===== src/rtl/pdma_pkg.sv =====
// ----------------------------------------------------------------------------
// pdma_pkg
// Shared constants, types and helpers of the paged data memory access unit.
// ----------------------------------------------------------------------------
package pdma_pkg;

    localparam int PAGE_BYTES = 4096;
    localparam int MAX_PAGES  = 16;
    localparam int ADDR_W     = 64;
    localparam int DATA_W     = 64;
    localparam int SIZE_W     = 2;
    localparam int CFG_W      = 5;
    localparam int PAGE_BITS  = $clog2(PAGE_BYTES);
    localparam int PAGE_NUM_W = ADDR_W - PAGE_BITS;
    localparam int MEM_BYTES  = PAGE_BYTES * MAX_PAGES;
    localparam int MEM_AW     = $clog2(MEM_BYTES);
    localparam int LANES      = 8;
    localparam int LANE_BITS  = 3;
    localparam int ROW_BITS   = MEM_AW - LANE_BITS;
    localparam int ROWS       = MEM_BYTES / LANES;

    localparam logic [CFG_W-1:0] CFG_RESET = CFG_W'(16);

    typedef enum logic
    {
        OP_READ  = 1'b0,
        OP_WRITE = 1'b1
    } op_t;

    typedef enum logic [SIZE_W-1:0]
    {
        SIZE_BYTE  = 2'd0,
        SIZE_HALF  = 2'd1,
        SIZE_WORD  = 2'd2,
        SIZE_DWORD = 2'd3
    } size_t;

    typedef struct packed
    {
        logic                 fault;
        logic                 write;
        logic [LANE_BITS-1:0] lane;
        logic [ROW_BITS-1:0]  row;
        logic [LANES-1:0]     byte_mask;
    } req_t;

    function automatic logic [LANES-1:0] size_mask(input logic [SIZE_W-1:0] size);
        logic [LANES-1:0] mask;
        begin
            unique case (size)
                SIZE_BYTE:  mask = 8'h01;
                SIZE_HALF:  mask = 8'h03;
                SIZE_WORD:  mask = 8'h0F;
                SIZE_DWORD: mask = 8'hFF;
                default:    mask = 8'h00;
            endcase
            return mask;
        end
    endfunction

endpackage


===== src/rtl/pdma_check.sv =====
// ----------------------------------------------------------------------------
// pdma_check
// Bounds check and address split of one access into lane and row.
// ----------------------------------------------------------------------------
module pdma_check
(
    input  logic                         operation,
    input  logic [pdma_pkg::SIZE_W-1:0]  access_size,
    input  logic [pdma_pkg::ADDR_W-1:0]  address,
    input  logic [pdma_pkg::CFG_W-1:0]   pages_present,
    output pdma_pkg::req_t               req
);
    import pdma_pkg::*;

    logic [PAGE_NUM_W-1:0] page;
    logic [PAGE_BITS-1:0]  offset;
    logic [LANE_BITS:0]    nbytes;
    logic [PAGE_BITS:0]    end_sum;
    logic                  over_page;
    logic                  over_max;
    logic                  over_present;
    logic [MEM_AW-1:0]     mem_addr;

    always_comb
    begin
        page         = address[ADDR_W-1:PAGE_BITS];
        offset       = address[PAGE_BITS-1:0];
        nbytes       = (LANE_BITS+1)'(1) << access_size;
        end_sum      = {1'b0, offset} + (PAGE_BITS+1)'(nbytes);
        over_page    = end_sum > (PAGE_BITS+1)'(PAGE_BYTES);
        over_max     = page >= PAGE_NUM_W'(MAX_PAGES);
        over_present = page >= PAGE_NUM_W'(pages_present);
        mem_addr     = address[MEM_AW-1:0];

        req.fault     = over_page | over_max | over_present;
        req.write     = (operation == OP_WRITE);
        req.lane      = mem_addr[LANE_BITS-1:0];
        req.row       = mem_addr[MEM_AW-1:LANE_BITS];
        req.byte_mask = size_mask(access_size);
    end

endmodule


===== config.mk =====
export PLATFORM = sky130hd
export DESIGN_NAME = pdma_check
export DESIGN_NICKNAME = d
export VERILOG_FILES = /design/src/rtl/pdma_pkg.sv /design/src/rtl/pdma_check.sv
export SDC_FILE = /design/constraint.sdc
export NUM_CORES = 1
export LEC_CHECK = 0
export BUFFER_PORTS_ARGS = -buffer_cell sky130_fd_sc_hd__buf_2
export CORE_MARGIN = 8
export CORE_UTILIZATION = 27
export DETAILED_ROUTE_END_ITERATION = 8
export MAX_ROUTING_LAYER = met4
export PLACE_DENSITY = 0.81
export SETUP_SLACK_MARGIN = 0.4
export SYNTH_ARGS = -nofsm -noshare
export SYNTH_HDL_FRONTEND = slang
export SYNTH_SLANG_ARGS = --single-unit

===== constraint.sdc =====
create_clock -name vclk -period 1.7
set_input_delay 0.17 -clock vclk [all_inputs]
set_output_delay 0.17 -clock vclk [all_outputs]
set_load 0.01 [all_outputs]

## Word level (Yosys, flattened, before mapping)

Cells that the tools add are included.

| storage, ports and cells | value |
|---|---|
| register bits | 0 |
| input port bits | 72 |
| output and inout bits | 26 |
| logic and storage cells | 12 |

| cells by class | value |
|---|---|
| add/subtract/negate cells | 1 |
| order comparisons | 3 |
| equality and inequality tests | 3 |
| shifts and indexed selects | 1 |
| multiplexer cells | 1 |
| bitwise logic cells | 2 |
| reductions and logical operators | 1 |

Operators with widths:

| cell | count |
|---|---|
| 52-bit by 5-bit >= comparator with 1-bit output | 1 |
| 52-bit by 5-bit >= comparator with 1-bit output, second input constant | 1 |
| 8-bit one-hot mux with 4 select lines | 1 |
| 12-bit by 4-bit adder with 13-bit output | 1 |
| 13-bit > comparator, second input constant | 1 |
| 2-bit == test, second input constant | 2 |
| 1-bit by 2-bit left shift with 4-bit output, first input constant | 1 |
| 2-bit by 1-bit == test with 1-bit output, second input constant | 1 |
| 2-bit logical NOT | 1 |
| 1-bit bitwise OR | 2 |

## Longest topological paths before layout

Gate-level depths: netlist of the first run.

| depth | value |
|---|---|
| word-level depth | 5 |
| mapped depth | 8 |
| mapped depth without buffers | 8 |

## Worst setup path after synthesis of the first run

No wires, ideal clock.

| timing path | value |
|---|---|
| path type | in2out |
| start point | in access_size[0] in the netlist's numbering |
| end point | out req[25] in the netlist's numbering |
| arrival | 1518 ps |
| required time | 1530 ps |
| slack | 12 ps |
| stages | 8 |
| path buffers | 0 |
| cells stage by stage | nor2_1 > ha_1 > fa_1 > xnor2_1 > o2111ai_1 > a221oi_1 > o211a_1 > o21ai_1 |

RTL lines:

| what | line | text |
|---|---|---|
| start, declared | pdma_check.sv:8 | `input logic [pdma_pkg::SIZE_W-1:0] access_size,` |
| end, declared | pdma_check.sv:11 | `output pdma_pkg::req_t req` |

==> flow_summary_export.csv, run 1 <==
group,metric,value,unit
run_status,status,"finished with violations",
run_status,violations,"setup timing",
layout,seq_area,0,um2
floorplan,die_width,63.6,um
floorplan,start_util,28.1,%
grt,grt_pass1_vias,921,
synth,syn_area_per_cell,7.10,um2
synth,yosysSeqAreaShare,0,%
setup_path,crit_fanout,3,
synth,synth-xor-area-share,1.43,%
routing,wl_per_cell,14.1,um
power_and_ir_drop,power_density,222,nW/um2
timing,tns,-0.231,ns
layout,final_cells,191,
synth,synthMuxAreaShare,1.64,%
setup_path,max_stage_delay,0.44,ns
floorplan,io_pins,98,
place,place_congestion,0.890,
layout,design.seq.count,0,
place,dpl.hpwl,2500,um
synth,ys.warnings.count,0,
worst_hold_path,hold_end,"req[24]",
synth,synth_cells,86,
routing,ant_nets,0,
run,cap_violations,0,
synth,synth_top_family_by_area,"buffers and inverters",
setup_path,worstPathArrival,1.76,ns
routing,drt_wl_total,2690,um
floorplan,die-area,4040,um2
timing,period_share,114,%
timing,setup_viol,1,
setup_path,crit_path_start_kind,"input pin",
layout,finalCoreUtilization,48.9,%
floorplan,coreArea,2170,um2
power_and_ir_drop,leakagePower,0.000601,uW
grt,track_usage,11.8,%
grt,grt_pass1_wl,4070,um
synth,syn_nets,168,
place,dpl.cell_count,190,
synth,synth-simple-area-share,28.1,%
routing,route.detailed.drc,0,
layout,final_common_cell,"buf_2",
synth,synthAdderAreaFrac,21.7,%
setup_path,critPathTopFamily,"adder cells",
layout,area_growth,73.8,%
timing,grt_setup_unrepaired,"true",
grt,grt_max_degree,6,
synth,synth_compound_area_share,14.5,%
setup_path,crit_path_cell_trace,"buf_6 > nor2_4 > ha_4 > fa_2 > nor2_2 > o2111ai_1 > a221oi_2 > o211a_1 > o21ai_2 > buf_2",
timing,maxSlewViolCount,0,
setup_path,critPathBufInv,2,
grt,grt.overflow.total,0,
place,io_buffers,95,
timing,hold_viol_final,0,
layout,nets,247,
routing,vias,858,
worst_hold_path,hold_class,"in2out",
routing,dr.pass1.iters,4,
timing,fmax,518,MHz
floorplan,die_y,63.6,um
setup_path,crit_path_top_delay_cell,"fa_2",
layout,nClkBuffers,0,
worst_hold_path,worstHoldPathCells,0,
timing,setup_slack,-0.231,ns
setup_path,criticalPathCategory,"in2out",
grt,antenna_found_initial,0,
floorplan,rows,17,
layout,drive_gt1_share,67.5,%
layout,final_cell_mix,"buf_2 (93), nor4_1 (10), ha_1 (8)",
synth,syn_area,611,um2
routing,via_per_inst,4.49,
synth,ys_types,25,
power_and_ir_drop,peakVddDrop,0.131,mV
routing,drt_iter0_markers,28,
setup_path,crit_required,1.53,ns
layout,antenna_cells,0,
worst_hold_path,min_from,"operation",
timing,layout_min_cycle_time,1.93,ns
setup_path,crit_path_end_kind,"output pin",
==> cell type report <==
class,count,area [um2]
Inverter,7,26.3
Fill cell,230,1110
Multi-Input combinational cell,56,470
Tap cell,28,35.0
Timing Repair Buffer,100,529
==> power breakdown <==
| part | internal (uW) | total (uW) | switching [uW] |
|---|---|---|---|
| sequential | 0 | 0 | 0 |
| combinational | 130 | 235 | 106 |
| clock | 0 | 0 | 0 |
| total | 130 | 235 | 106 |
==> metrics by stage <==
stage / setup WS, ns / power [uW] / hold WS, ns / instance area [um2]
final: -0.231 / 235 / 0.340 / 1060
after global routing: -0.317 / 259 / 0.340 / 1060
after CTS: -0.280 / 230 / 0.340 / 1040
after detailed placement: -0.341 / 221 / 0.340 / 1010
after global placement: -0.297 / 215 / 0.340 / 1010
after floorplan: 0.0349 / 118 / 0.432 / 643
==> kinds of logic (layout without fill, tap and decap cells) <==
group	Yosys count	in the layout
adders and majority gates	10	10
xor gates and xnor gates	1	1
other	1	1
AOI/OAI and AO/OA	14	14
muxes	1	1
and+or+nand+nor	29	29
buffers and inverters	30	107
==> per-layer routing <==
metal | track usage [%] | part of all wire (%) | up-vias
met1 | 13.2 | 42 | 372
li1 | - | - | 450
met5 | - | 0 | -
met2 | 22.4 | 52 | 34
met4 | 0.557 | 0.52 | 0
met3 | 1.59 | 4.9 | 2
==> synthesized netlist by cell type, drive strengths merged <==
library cell / number / area [um2]
buf: 22 / 165
nor4: 11 / 68.8
ha: 9 / 113
inv: 7 / 26.3
o21ai: 5 / 25.0
a21oi: 4 / 20.0
nand4: 4 / 25.0
nor2: 4 / 15.0
nor2b: 3 / 18.8
nand2b: 2 / 12.5
or4: 2 / 15.0
a21o: 1 / 7.51
a221oi: 1 / 8.76
and2: 1 / 6.26
clkbuf: 1 / 3.75
conb: 1 / 3.75
fa: 1 / 20.0
mux2i: 1 / 10.0
nand3: 1 / 5.00
nor3: 1 / 5.00
o2111ai: 1 / 8.76
o211a: 1 / 10.0
o221ai: 1 / 8.76
xnor2: 1 / 8.76
==> worst max-delay path by stage <==
stage	startpoint	end	slack (ns)	cells after the start
2_1_floorplan	access_size[0]	req[25]	0.03	8
3_3_place_gp	access_size[0]	req[25]	-0.30	9
3_5_place_dp	access_size[0]	req[25]	-0.34	9
4_1_cts	access_size[1]	req[25]	-0.28	10
5_1_grt	access_size[0]	req[25]	-0.32	10
6_report	access_size[0]	req[25]	-0.23	10
==> what timing repair did <==
item | CTS | global route
pin swaps | 6 | 2
resized for setup | 7 | 3
hold buffers | 0 | 0
endpoints found under the setup margin | 1 | 1
setup buffers | 0 | 1
No activity file was read; power rests on OpenSTA's default activity.
==> inputs of run 2 (changes only) <==
CORE_MARGIN = 5   (was 8)
==> flow_summary_export.csv, run 2 (synthesis gave the netlist of run 1 again) <==
group,metric,value,unit
place,dpl.cell_count,191,
timing,layout_min_cycle_time,1.94,ns
floorplan,coreArea,2190,um2
routing,top_layer_used,"met3",
timing,setup_slack,-0.243,ns
power_and_ir_drop,power_density,213,nW/um2
timing,maxSlewViolCount,0,
layout,antenna_cells,0,
setup_path,crit_fanout,3,
layout,nClkBuffers,0,
place,place_congestion,0.901,
routing,wl_per_cell,12.1,um
power_and_ir_drop,peakVddDrop,0.115,mV
layout,stdcell_area,1050,um2
run_status,status,"finished with violations",
layout,final_cell_mix,"buf_2 (93), nor4_1 (10), ha_1 (8)",
routing,route.detailed.drc,0,
setup_path,crit_required,1.53,ns
setup_path,crit_path_cell_trace,"buf_8 > nor2_4 > ha_4 > fa_2 > nor2_1 > o2111ai_1 > a221oi_1 > o211a_1 > o21ai_2 > buf_2",
floorplan,die_y,57.6,um
routing,drt_wl_total,2320,um
power_and_ir_drop,total_power,225,uW
routing,dr.pass1.iters,4,
floorplan,start_util,27.9,%
routing,ant_nets,0,
setup_path,crit_path_end,"req[25]",
worst_hold_path,hold_class,"in2out",
grt,antenna_found_initial,0,
layout,final_common_cell,"buf_2",
routing,wl_met2,1190,um
layout,drive_gt1_share,65.2,%
timing,hold_viol_final,0,
floorplan,die_width,57.6,um
place,place_area,1020,um2
floorplan,rows,17,
setup_path,crit_path_start_kind,"input pin",
grt,grt_pass1_vias,845,
grt,grt_max_degree,6,
timing,period_share,114,%
power_and_ir_drop,leakagePower,0.000600,uW
routing,drt_iter0_markers,31,
grt,track_usage,13.4,%
routing,vias,851,
layout,seq_area,0,um2
place,io_buffers,95,
clock_network,hold_buffers,0,
grt,grt.overflow.total,0,
setup_path,worstPathArrival,1.77,ns
floorplan,io_pins,98,
floorplan,die-area,3310,um2
layout,final_cells,192,
place,dpl.hpwl,2210,um
routing,wl_met3,159,um
setup_path,max_stage_delay,0.42,ns
setup_path,crit_path_top_delay_cell,"fa_2",
run,cap_violations,0,
setup_path,crit_path_end_kind,"output pin",
timing,fmax,515,MHz
run_status,violations,"setup timing",
routing,drt-met1-wl,973,um
layout,area_growth,72.3,%
setup_path,criticalPathCategory,"in2out",
layout,design.seq.count,0,
timing,setup_viol,1,
setup_path,crit_path_start,"access_size[0]",
timing,grt_setup_unrepaired,"true",
timing,fin_hold_ws,0.340,ns
layout,nets,248,
layout,finalCoreUtilization,48.0,%
routing,via_per_inst,4.43,
grt,grt_pass1_wl,3640,um
==> run 2: cell types whose count changed in the layout (fill, tap and decap cells not counted), sizes merged <==
cell	delta
buf	+1
==> run 2: per-layer routing <==
layer | global-route usage (%) | vias to the layer above
met4 | 0.662 | 0
met2 | 22.7 | 37
li1 | - | 452
met5 | - | -
met3 | 0.905 | 0
met1 | 18.1 | 362
==> run 2: worst min-delay path by stage <==
stage | cells past startpoint | endpoint | slack (ns) | startpoint
detailed placement | 0 | req[24] | 0.34 | operation
global placement | 0 | req[24] | 0.34 | operation
CTS | 0 | req[24] | 0.34 | operation
finish | 0 | req[24] | 0.34 | operation
global route | 0 | req[24] | 0.34 | operation
floorplan | 1 | req[10] | 0.43 | address[5]
==> run 2: what timing repair did <==
action,CTS,global route
resized for setup,6,1
buffers inserted,1,0
setup endpoints to repair,1,1
pin swaps,7,2
==> run 2: metrics by stage <==
| stage | TNS, ns | worst slack (ns) |
|---|---|---|
| after detailed placement | -0.304 | -0.304 |
| after global placement | -0.298 | -0.298 |
| after global routing | -0.379 | -0.379 |
| final | -0.243 | -0.243 |
| after CTS | -0.259 | -0.259 |
| after floorplan | 0 | 0.0349 |
==> run 2: cell type report <==
type | count | area [um2]
Inverter | 7 | 26.3
Fill cell | 241 | 1140
Tap cell | 28 | 35.0
Timing Repair Buffer | 101 | 541
Multi-Input combinational cell | 56 | 450
==> run 2: where the power goes <==
| group | leakage, uW | switching [uW] | total [uW] | internal [uW] |
|---|---|---|---|---|
| combinational | 0.000600 | 98.9 | 225 | 126 |
| clock | 0 | 0 | 0 | 0 |
| sequential | 0 | 0 | 0 | 0 |
==> run 2: critical path: cells and delay by family <==
family	cells	cell delay, ns
compound gates	4	0.57
fa+ha+maj	2	0.56
buf+inv	2	0.25
simple gates	2	0.23
